<file path="src/design/wsf_pkg.sv">
package wsf_pkg;

   localparam int FRAME_BYTES = 21;
   localparam int IDX_W = 5;
   localparam logic [IDX_W-1:0] LAST_IDX = IDX_W'(FRAME_BYTES - 1);
   localparam logic [IDX_W-1:0] CHECK_LAST_IDX = IDX_W'(16);

   localparam logic [7:0] START_CODE = 8'h01;
   localparam logic [7:0] FILL_CODE = 8'h30;
   localparam logic [7:0] PRESS_CODE = 8'h3A;
   localparam logic [7:0] CR_CODE = 8'h0D;
   localparam logic [7:0] LF_CODE = 8'h0A;

   typedef struct packed {
      logic dir;
      logic en;
      logic [7:0] mag;
   } wsf_wheel_type;

   typedef struct packed {
      logic press;
      wsf_wheel_type [3:0] slot;
   } wsf_entry_type;

   typedef struct packed {
      logic full;
      logic empty;
   } wsf_q_status_type;

   typedef enum logic [3:0] {
      KIND_START,
      KIND_FLAGS,
      KIND_HIGH,
      KIND_LOW,
      KIND_FILL,
      KIND_PRESS,
      KIND_SUM_HIGH,
      KIND_SUM_LOW,
      KIND_CR,
      KIND_LF
   } wsf_kind_type;

   typedef struct packed {
      wsf_kind_type kind;
      logic [1:0] slot;
   } wsf_decode_type;

   // Byte position to byte kind and wheel slot.
   function automatic wsf_decode_type wsf_decode(input logic [IDX_W-1:0] idx);
      wsf_decode_type d;
      d.slot = 2'd0;
      case (idx)
         5'd0: d.kind = KIND_START;
         5'd1: begin d.kind = KIND_FLAGS; d.slot = 2'd0; end
         5'd2: begin d.kind = KIND_HIGH; d.slot = 2'd0; end
         5'd3: begin d.kind = KIND_LOW; d.slot = 2'd0; end
         5'd4: begin d.kind = KIND_FLAGS; d.slot = 2'd1; end
         5'd5: begin d.kind = KIND_HIGH; d.slot = 2'd1; end
         5'd6: begin d.kind = KIND_LOW; d.slot = 2'd1; end
         5'd7: begin d.kind = KIND_FLAGS; d.slot = 2'd2; end
         5'd8: begin d.kind = KIND_HIGH; d.slot = 2'd2; end
         5'd9: begin d.kind = KIND_LOW; d.slot = 2'd2; end
         5'd10: begin d.kind = KIND_FLAGS; d.slot = 2'd3; end
         5'd11: begin d.kind = KIND_HIGH; d.slot = 2'd3; end
         5'd12: begin d.kind = KIND_LOW; d.slot = 2'd3; end
         5'd14: d.kind = KIND_PRESS;
         5'd17: d.kind = KIND_SUM_HIGH;
         5'd18: d.kind = KIND_SUM_LOW;
         5'd19: d.kind = KIND_CR;
         5'd20: d.kind = KIND_LF;
         default: d.kind = KIND_FILL;
      endcase
      return d;
   endfunction

endpackage

</file>
<file path="src/design/wheel_speed_command_framer.sv">
// Wheel speed command framer. Pulse start with the four signed wheel speeds
// while busy is low; the block answers with a 21-byte motor command frame,
// one byte per clock on rsp_frame_byte, each beat marked by rsp_valid and the
// final byte (LF) by rsp_last_byte. The receiver cannot stall: every beat is
// present for exactly one cycle. A frame that is already queued follows the
// previous one with no gap. Accepted requests wait in a queue of QUEUE_DEPTH
// frames, so a new request is taken while the previous frame is still going
// out; busy is high only while that queue is full. When the output side is
// idle, the first byte of a frame passes through the queue, the frame
// register and the output register before it appears. The layout register
// (csr_three_wheel_layout) is sampled at request acceptance and should be
// written only while no frame is pending.
module wheel_speed_command_framer import wsf_pkg::*; #(
   parameter int QUEUE_DEPTH = 2
) (
   input  logic                clock,
   input  logic                reset,
   input  logic                start,
   output logic                busy,
   input  logic signed [8:0]   req_speed_front_left,
   input  logic signed [8:0]   req_speed_front_right,
   input  logic signed [8:0]   req_speed_back_right,
   input  logic signed [8:0]   req_speed_back_left,
   input  logic                csr_valid,
   output logic                csr_ready,
   input  logic                csr_three_wheel_layout,
   output logic                rsp_valid,
   output logic [7:0]          rsp_frame_byte,
   output logic                rsp_last_byte
);

   wsf_entry_type     front_entry;
   wsf_entry_type     q_head;
   wsf_q_status_type  q_status;
   logic              q_push;
   logic              q_pop;

   assign busy = q_status.full;
   assign q_push = start && !q_status.full;

   wsf_front u_front (
      .clock                  (clock),
      .reset                  (reset),
      .csr_valid              (csr_valid),
      .csr_ready              (csr_ready),
      .csr_three_wheel_layout (csr_three_wheel_layout),
      .speed_front_left       (req_speed_front_left),
      .speed_front_right      (req_speed_front_right),
      .speed_back_right       (req_speed_back_right),
      .speed_back_left        (req_speed_back_left),
      .entry                  (front_entry)
   );

   wsf_queue #(
      .DEPTH (QUEUE_DEPTH)
   ) u_queue (
      .clock  (clock),
      .reset  (reset),
      .push   (q_push),
      .wdata  (front_entry),
      .pop    (q_pop),
      .rdata  (q_head),
      .status (q_status)
   );

   wsf_back u_back (
      .clock          (clock),
      .reset          (reset),
      .q_status       (q_status),
      .q_head         (q_head),
      .q_pop          (q_pop),
      .rsp_valid      (rsp_valid),
      .rsp_frame_byte (rsp_frame_byte),
      .rsp_last_byte  (rsp_last_byte)
   );

endmodule

</file>
<file path="src/design/wsf_front.sv">
module wsf_front import wsf_pkg::*; (
   input  logic                clock,
   input  logic                reset,
   input  logic                csr_valid,
   output logic                csr_ready,
   input  logic                csr_three_wheel_layout,
   input  logic signed [8:0]   speed_front_left,
   input  logic signed [8:0]   speed_front_right,
   input  logic signed [8:0]   speed_back_right,
   input  logic signed [8:0]   speed_back_left,
   output wsf_entry_type       entry
);

   logic layout_ff;
   logic layout_in;

   function automatic wsf_wheel_type to_wheel(input logic [8:0] v);
      wsf_wheel_type w;
      logic [8:0] neg_v;
      neg_v = 9'd0 - v;
      w.en = (v != 9'd0);
      w.dir = v[8];
      if (!v[8]) begin
         w.mag = v[7:0];
      end else if (neg_v[8]) begin
         // most negative code: saturate
         w.mag = 8'hFF;
      end else begin
         w.mag = neg_v[7:0];
      end
      return w;
   endfunction

   assign csr_ready = 1'b1;

   always_comb begin
      layout_in = layout_ff;
      if (csr_valid) begin
         layout_in = csr_three_wheel_layout;
      end
   end

   always_ff @(posedge clock) begin
      if (reset) begin
         layout_ff <= 1'b0;
      end else begin
         layout_ff <= layout_in;
      end
   end

   // Map wheels to frame slots for the selected layout.
   always_comb begin
      if (layout_ff) begin
         entry.press = 1'b1;
         entry.slot[0] = '0;
         entry.slot[1] = to_wheel(speed_front_left);
         entry.slot[2] = to_wheel(speed_back_right);
         entry.slot[3] = to_wheel(speed_front_right);
      end else begin
         entry.press = 1'b0;
         entry.slot[0] = to_wheel(speed_front_left);
         entry.slot[1] = to_wheel(speed_front_right);
         entry.slot[2] = to_wheel(speed_back_left);
         entry.slot[3] = to_wheel(speed_back_right);
      end
   end

endmodule

</file>
<file path="src/design/wsf_queue.sv">
module wsf_queue import wsf_pkg::*; #(
   parameter int DEPTH = 2
) (
   input  logic              clock,
   input  logic              reset,
   input  logic              push,
   input  wsf_entry_type     wdata,
   input  logic              pop,
   output wsf_entry_type     rdata,
   output wsf_q_status_type  status
);

   localparam int PTR_W = $clog2(DEPTH);
   localparam int CNT_W = $clog2(DEPTH + 1);
   localparam logic [PTR_W-1:0] PTR_LAST = PTR_W'(DEPTH - 1);
   localparam logic [CNT_W-1:0] CNT_FULL = CNT_W'(DEPTH);

   wsf_entry_type mem_ff [DEPTH];
   logic [PTR_W-1:0] wr_ptr_ff, wr_ptr_in;
   logic [PTR_W-1:0] rd_ptr_ff, rd_ptr_in;
   logic [CNT_W-1:0] count_ff, count_in;

   assign status.full = (count_ff == CNT_FULL);
   assign status.empty = (count_ff == '0);
   assign rdata = mem_ff[rd_ptr_ff];

   always_comb begin
      wr_ptr_in = wr_ptr_ff;
      rd_ptr_in = rd_ptr_ff;
      count_in = count_ff;
      if (push) begin
         wr_ptr_in = (wr_ptr_ff == PTR_LAST) ? '0 : wr_ptr_ff + 1'b1;
      end
      if (pop) begin
         rd_ptr_in = (rd_ptr_ff == PTR_LAST) ? '0 : rd_ptr_ff + 1'b1;
      end
      if (push && !pop) begin
         count_in = count_ff + 1'b1;
      end else if (pop && !push) begin
         count_in = count_ff - 1'b1;
      end
   end

   always_ff @(posedge clock) begin
      if (reset) begin
         wr_ptr_ff <= '0;
         rd_ptr_ff <= '0;
         count_ff <= '0;
      end else begin
         wr_ptr_ff <= wr_ptr_in;
         rd_ptr_ff <= rd_ptr_in;
         count_ff <= count_in;
      end
   end

   always_ff @(posedge clock) begin
      if (push) begin
         mem_ff[wr_ptr_ff] <= wdata;
      end
   end

   assert property (@(posedge clock) disable iff (reset) push |-> !status.full)
      else $error("push into full queue");
   assert property (@(posedge clock) disable iff (reset) pop |-> !status.empty)
      else $error("pop from empty queue");
   assert property (@(posedge clock) disable iff (reset)
      (push && !pop) |=> (count_ff == $past(count_ff) + 1'b1))
      else $error("queue count did not advance on push");

endmodule

</file>
<file path="src/design/wsf_back.sv">
module wsf_back import wsf_pkg::*; (
   input  logic              clock,
   input  logic              reset,
   input  wsf_q_status_type  q_status,
   input  wsf_entry_type     q_head,
   output logic              q_pop,
   output logic              rsp_valid,
   output logic [7:0]        rsp_frame_byte,
   output logic              rsp_last_byte
);

   logic              active_ff, active_in;
   logic [IDX_W-1:0]  idx_ff, idx_in;
   wsf_entry_type     entry_ff, entry_in;
   logic [7:0]        sum_ff, sum_in;
   logic              rsp_valid_ff, rsp_valid_in;
   logic              rsp_last_byte_ff, rsp_last_byte_in;
   logic [7:0]        rsp_frame_byte_ff, rsp_frame_byte_in;

   wsf_decode_type    dec;
   wsf_wheel_type     wheel;
   logic [7:0]        byte_val;
   logic              at_last;

   assign at_last = (idx_ff == LAST_IDX);
   assign dec = wsf_decode(idx_ff);
   assign wheel = entry_ff.slot[dec.slot];
   // take the next frame when idle, or as soon as the current one sends its final beat
   assign q_pop = !q_status.empty && (!active_ff || at_last);

   always_comb begin
      case (dec.kind)
         KIND_START: byte_val = START_CODE;
         KIND_FLAGS: byte_val = FILL_CODE | {6'd0, wheel.dir, wheel.en};
         KIND_HIGH: byte_val = FILL_CODE | {4'd0, wheel.mag[7:4]};
         KIND_LOW: byte_val = FILL_CODE | {4'd0, wheel.mag[3:0]};
         KIND_PRESS: byte_val = entry_ff.press ? PRESS_CODE : FILL_CODE;
         KIND_SUM_HIGH: byte_val = FILL_CODE | {4'd0, sum_ff[7:4]};
         KIND_SUM_LOW: byte_val = FILL_CODE | {4'd0, sum_ff[3:0]};
         KIND_CR: byte_val = CR_CODE;
         KIND_LF: byte_val = LF_CODE;
         default: byte_val = FILL_CODE;
      endcase
   end

   always_comb begin
      active_in = active_ff;
      idx_in = idx_ff;
      entry_in = entry_ff;
      sum_in = sum_ff;
      rsp_valid_in = active_ff;
      rsp_last_byte_in = active_ff && at_last;
      rsp_frame_byte_in = byte_val;
      if (active_ff && idx_ff <= CHECK_LAST_IDX) begin
         sum_in = sum_ff ^ byte_val;
      end
      if (q_pop) begin
         active_in = 1'b1;
         idx_in = '0;
         entry_in = q_head;
         sum_in = '0;
      end else if (active_ff && at_last) begin
         active_in = 1'b0;
      end else if (active_ff) begin
         idx_in = idx_ff + 1'b1;
      end
   end

   always_ff @(posedge clock) begin
      if (reset) begin
         active_ff <= 1'b0;
         idx_ff <= '0;
         rsp_valid_ff <= 1'b0;
         rsp_last_byte_ff <= 1'b0;
      end else begin
         active_ff <= active_in;
         idx_ff <= idx_in;
         rsp_valid_ff <= rsp_valid_in;
         rsp_last_byte_ff <= rsp_last_byte_in;
      end
   end

   always_ff @(posedge clock) begin
      entry_ff <= entry_in;
      sum_ff <= sum_in;
      rsp_frame_byte_ff <= rsp_frame_byte_in;
   end

   assign rsp_valid = rsp_valid_ff;
   assign rsp_frame_byte = rsp_frame_byte_ff;
   assign rsp_last_byte = rsp_last_byte_ff;

   assert property (@(posedge clock) disable iff (reset) rsp_last_byte_ff |-> rsp_valid_ff)
      else $error("last marker without valid beat");
   assert property (@(posedge clock) disable iff (reset)
      (active_ff && !at_last) |=> (active_ff && idx_ff == $past(idx_ff) + 1'b1))
      else $error("frame broken off mid-way");
   assert property (@(posedge clock) disable iff (reset)
      q_pop |=> (active_ff && idx_ff == '0))
      else $error("new frame did not start at byte zero");

endmodule
</file>
<file path="config.mk">
export PLATFORM = sky130hd
export DESIGN_NAME = wheel_speed_command_framer
export DESIGN_NICKNAME = d
export VERILOG_FILES = /design/src/design/wsf_pkg.sv /design/src/design/wheel_speed_command_framer.sv /design/src/design/wsf_front.sv /design/src/design/wsf_queue.sv /design/src/design/wsf_back.sv
export SDC_FILE = /design/constraint.sdc
export NUM_CORES = 1
export LEC_CHECK = 0
export ABC_AREA = 1
export BUFFER_PORTS_ARGS = -buffer_cell sky130_fd_sc_hd__clkbuf_2
export CAP_MARGIN = 20
export CORE_ASPECT_RATIO = 1.2
export CORE_UTILIZATION = 61
export CTS_CLUSTER_DIAMETER = 150
export DETAILED_ROUTE_END_ITERATION = 10
export PLACE_DENSITY = 0.89
export SYNTH_ARGS = -nofsm -noshare
export SYNTH_HDL_FRONTEND = slang
export SYNTH_SLANG_ARGS = --single-unit
</file>
<file path="constraint.sdc">
create_clock -name clock -period 7 [get_ports clock]
set_clock_uncertainty 0.15 [all_clocks]
set_input_delay 1.05 -clock clock [delete_from_list [all_inputs] [get_ports clock]]
set_output_delay 1.05 -clock clock [all_outputs]
set_load 0.02 [all_outputs]
</file>
## After elaboration in Yosys (flattened, before gate mapping)

Memory sizes are Yosys's and may differ from the RTL's. A register that Yosys moved wholly into a read port is not among the register bits.
Index checks and enable logic that the tools add are counted.

- Add/sub/neg operators: 9
- Magnitude comparators: 2
- Bitwise logic cells: 2
- Eq/ne operators: 26
- Multiplexer cells: 23
- Reductions and logical operators: 29

Operators with widths:

| operator | number |
|---|---|
| 8-bit one-hot mux with 9 select lines | 1 |
| 8-bit 2-to-1 mux | 8 |
| 41-bit 2-to-1 mux | 1 |
| 4-bit one-hot mux with 9 select lines | 1 |
| 9-bit nonzero test | 4 |
| 1-bit by 9-bit subtractor with 9-bit output, first input constant | 4 |
| 5-bit by 4-bit equality test with 1-bit output, second input constant | 6 |
| 10-bit binary-select mux with 2-bit select | 1 |
| 5-bit by 3-bit equality test with 1-bit output, second input constant | 4 |
| 5-bit equality test, second input constant | 4 |
| 4-bit by 3-bit equality test with 1-bit output, second input constant | 3 |
| 4-bit OR reduction | 3 |
| 5-bit by 2-bit equality test with 1-bit output, second input constant | 2 |
| 10-bit 2-to-1 mux | 1 |
| 3-bit OR reduction | 3 |
| 4-bit by 2-bit equality test with 1-bit output, second input constant | 2 |
| 4-bit equality test, second input constant | 2 |
| 8-bit bitwise XOR | 1 |
| 1-bit logical AND | 6 |
| 1-bit 2-to-1 mux | 6 |
| 2-bit one-hot mux with 3 select lines | 1 |
| 5-bit by 1-bit adder with 5-bit output, second input constant | 1 |
| 5-bit by 1-bit equality test with 1-bit output, second input constant | 1 |
| 5-bit <= comparator, second input constant | 1 |
| 17 further kinds | 24 |

- Bits in writable memories: 82
- Logic and storage cells: 102
- Input port bits: 41
- Output and inout bits: 12
- Memories: 1
- Flip-flop bits (word level): 29

Memory list:

| memory | depth | bits a word | rd ports | clocked after Yosys merged registers in | wr ports | RTL line | source |
|---|---|---|---|---|---|---|---|
| u_queue.mem_ff | 2 | 41 | 1 | 1 | 1 | wsf_queue.sv:18 | `wsf_entry_type mem_ff [DEPTH];` |

## Logic depth before layout (Yosys ltp)

- Word-level depth: 7
- Depth in mapped cells: 20
- Mapped depth without buffers: 19

## Modules after synthesis

A second synthesis with hierarchy kept.

- Cells, all modules: 802
- Area, all modules: 7741.2 um^2

By module, submodules not included:

| module | times used | cells each | sequential area each (um^2) | area each (um^2) |
|---|---|---|---|---|
| wsf_queue | 1 | 161 | 2562.5 | 3392.0 |
| wsf_back | 1 | 345 | 1611.5 | 2924.1 |
| wsf_front | 1 | 294 | 20.0 | 1415.1 |
| wheel_speed_command_framer | 1 | 2 | 0.0 | 10.0 |

## Least setup slack after synthesis

OpenSTA, ideal clock, no wires.

- Path type: reg2reg
- Start point: reg u_back.idx_ff[0]
- End point: reg u_queue.count_ff[1]
- Buffers on the path: 0
- Data arrival time: 4.970 ns
- Data required time: 6.792 ns
- Cell stages (with the launch flop): 13
- Path slack: 1.822 ns
- Clock period less this slack: 5.178 ns
- Library setup time: 0.058 ns
- Cell sequence: dfxtp_1 inv_1 ha_1 nand4_2 nand2_1 inv_1 a21oi_1 clkinv_1 ha_1 a21oi_1 o21ai_0 a21oi_1 o21a_1

- Cells in the longest elaborated chain, start to end: 6
- Elaborated cells between the ends (all ways): 8
- Classes of those cells: eq/ne: 1; mux: 1; reduce/logical: 6

RTL lines:

| element | RTL line | source |
|---|---|---|
| start: declaration | wsf_back.sv:13 | `logic [IDX_W-1:0] idx_ff, idx_in;` |
| start signal: assignment | wsf_back.sv:77 | `idx_ff <= idx_in;` |
| 5-bit equality test * | wsf_back.sv:25 | `assign at_last = (idx_ff == LAST_IDX);` |
| 1-bit logical OR * | wsf_back.sv:29 | `assign q_pop = !q_status.empty && (!active_ff \|\| at_last);` |
| 1-bit logical AND * | wsf_back.sv:29 |  |
| via q_pop | wheel_speed_command_framer.sv:36 | `logic q_pop;` |
| 1-bit zero test | wsf_queue.sv:37 | `if (push && !pop) begin` |
| 1-bit logical AND | wsf_queue.sv:37 |  |
| 2-bit 2-to-1 mux / 2-bit nonzero test (equally long branches) | - |  |
| end signal: assignment | wsf_queue.sv:52 | `count_ff <= count_in;` |
| end: declaration | wsf_queue.sv:21 | `logic [CNT_W-1:0] count_ff, count_in;` |

The timed path passes the listed nets; every way through them passes the cells marked *.
A chain may end at the register's enable or synchronous reset.

## Worst setup path after layout

Ends and elaborated chain as after synthesis.

==> results.json <==
{
  "wl_per_cell_um": 15.5,
  "dp_slack_ns": 3.57,
  "wl_um": 16800,
  "cts_max_path_buffers": 2,
  "ctsRootBufferMaster": "clkbuf_16",
  "postCtsHoldBufs": 0,
  "grt-ovfl-total": 0,
  "r2r_cells": 13,
  "dp_hpwl_um": 10900,
  "fillers": 815,
  "regArea_sq_um": 4170,
  "chipWidth_um": 103,
  "n_antenna_cell": 0,
  "yosysSeqAreaShare_pct": 55.5,
  "clk_latency_ns": 0.41,
  "cap_violations": 0,
  "cp_max_fo": 44,
  "critical_path.startpoint_type": "register",
  "cts_resized": 0,
  "dp_cells": 1053,
  "synth_area_leaders": "edfxtp_1 49%, nand2_1 13%, dfxtp_1 6.4%",
  "antenna_found_initial": 0,
  "postRouteAntennaNets": 0,
  "worst_slew_pin_slew_ns": 0.800,
  "cp.arrival_ns": 3.71,
  "htreeDepth": 4,
  "fmax_mhz": 285,
  "worstHoldPathCells": 1,
  "stdcell_count": 1085,
  "synth_largest_area_cell": "edfxtp_1",
  "drtIter0Drc": 545,
  "syn-cell-area_sq_um": 7520,
  "synthMuxAreaShare_pct": 0.399,
  "syn_inst": 867,
  "final_cell_mix": "265 x nand2_1, 123 x edfxtp_1, 94 x inv_1",
  "ys_types": 45,
  "grt_pass1_wl_um": 27300,
  "vias_per_cell": 5.60,
  "min_period_ns": 3.51,
  "relSlewSlack_pct": 46.6,
  "syn_avg_cell_area_sq_um": 8.67,
  "rsz0062_at_grt": "false",
  "status": "complete, but fails checks",
  "grt_usage_pct": 28.7,
  "core_sq_um": 12100,
  "cp.required_ns": 7.21,
  "fp-row-count": 44,
  "worstSetupPathType": "register to register",
  "synth_xor_area_share_pct": 0.932,
  "fin_crit_sh_pct": 50.1,
  "fp.dieArea_sq_um": 12800,
  "synth_simple_gate_area_share_pct": 26.0,
  "via_count": 6080,
  "min_path_type": "register to register",
  "synth_top_family_by_area": "simple AND/OR/NAND/NOR gates",
  "post-cts-setup-buffers": 0,
  "clock-sinks": 147,
  "worst_slack_ns": 3.49,
  "end_kind": "register",
  "finalSetupViolCount": 0,
  "leakagePower_uw": 0.00377,
  "drc_errors": 1,
  "area_growth_syn_to_layout_pct": 13.1,
  "synth-adder-area-share_pct": 2.16,
  "finalMaxSlewViolations": 0,
  "fin_area_sq_um": 8510,
  "peakVddDrop_mv": 0.205,
  "final_common_cell": "nand2_1",
  "yosys_register_bits": 147,
  "p_per_area_nw_per_um2": 366,
  "gp_congestion": 0.932,
  "grt_max_degree": 45,
  "cts_tree": "yes",
  "dpl_cell_area_sq_um": 7870,
  "io_buffers": 49,
  "cts_made_buffers": 17,
  "die_h_um": 124,
  "drive_gt1_share_pct": 13.6,
  "first_global_vias": 5853,
  "final_nets": 965,
  "synth-compound-area-share_pct": 7.29,
  "multi_input_area_sq_um": 2800,
  "setup_tns_ns": 0,
  "start_util_pct": 62.4,
  "io_pins": 53,
  "clk_pin_slew_ns": 0.06,
  "hold_violations": 0,
  "violations": "design-rule violations",
  "dr.pass1.iters": 10,
  "yosysTopAreaCellShare_pct": 49.1,
  "ys.warnings.count": 0
}
-- per-layer routing --
layer  GRT usage (%)  share of wire (%)
met1            33.1                 38
met2            51.2                 53
met3            5.39                6.1
met4            13.6                3.2
met5               0                  0
-- registers in the layout (all words and copies together), names as in the netlist, 2 cells and up --
register	cells
u_queue.mem_ff	82
u_back.entry_ff	41
u_back.sum_ff	6
u_back.idx_ff	5
u_back.rsp_frame_byte	5
u_queue.count_ff	2
-- worst paths after layout --
path                                       to                           from  slack (ns)
min reg2reg     u_back.sum_ff[5]$_SDFFE_PP0P_  u_back.sum_ff[5]$_SDFFE_PP0P_        0.31
max reg2reg  u_queue.count_ff[1]$_SDFFE_PP0P_  u_back.idx_ff[0]$_SDFFE_PP0P_        3.49
min             u_back.sum_ff[5]$_SDFFE_PP0P_  u_back.sum_ff[5]$_SDFFE_PP0P_        0.31
max          u_queue.count_ff[1]$_SDFFE_PP0P_  u_back.idx_ff[0]$_SDFFE_PP0P_        3.49
-- worst max-delay path, cell delays in order (launching register included) --
cell,delay (ns)
dfxtp_1,0.35
inv_1,0.12
ha_1,0.27
nand4_2,0.24
nand2_1,0.21
inv_1,0.16
a21oi_4,0.13
buf_4,0.46
clkinv_1,0.43
ha_1,0.42
a21oi_1,0.11
o21ai_0,0.11
a21oi_1,0.14
o21a_1,0.14
-- where the power goes --
group	switching (uW)	total (uW)	leakage (uW)	internal, uW
logic	574	793	0.00214	219
clock network	356	987	0.000301	631
registers	78.4	1330	0.00133	1250
-- cells in the mapped netlist (all sizes together) --
library cell / number
dfxtp: 24
nand3b: 1
nor3: 17
a22o: 2
a211oi: 1
clkbuf: 19
a21boi: 2
o21ai: 61
ha: 13
xnor2: 1
nor3b: 1
a32oi: 1
o31ai: 1
nand2: 272
a21oi: 27
a31oi: 3
mux2i: 3
xor2: 7
buf: 12
inv: 102
conb: 2
clkinv: 3
edfxtp: 123
o211ai: 1
nor4: 1
nor2: 107
nand4: 18
nand3: 38
or2: 1
o22ai: 1
o21a: 2
-- logic make-up (layout without fill, tap and decap cells) --
kind of cell | count (synthesis) | count (layout)
other cells | 2 | 3
fa+ha+maj | 13 | 13
compound gates | 102 | 102
flops | 147 | 147
xor+xnor | 8 | 8
mux | 3 | 3
buf+inv | 136 | 192
simple gates | 456 | 456
-- layout make-up --
| type | instances | share of cell area [%] |
|---|---|---|
| clock buffer | 18 | 5.04 |
| sequential | 147 | 49.1 |
| inverter | 105 | 4.66 |
| tap | 161 | 2.37 |
| clock inverter | 14 | 2.49 |
| timing repair buffer | 55 | 3.41 |
| multi-input combinational | 585 | 33.0 |
-- stage by stage --
stage / util [%] / hold WS (ns) / total power, uW
floorplan: - / 0.276 / 1880
global placement: 65.2 / 0.295 / 2070
detailed placement: 65.2 / 0.296 / 2100
CTS: 70.6 / 0.306 / 3100
global route: 70.6 / 0.347 / 3260
finish: 70.6 / 0.309 / 3110
Power figures use the tool's default switching activity.
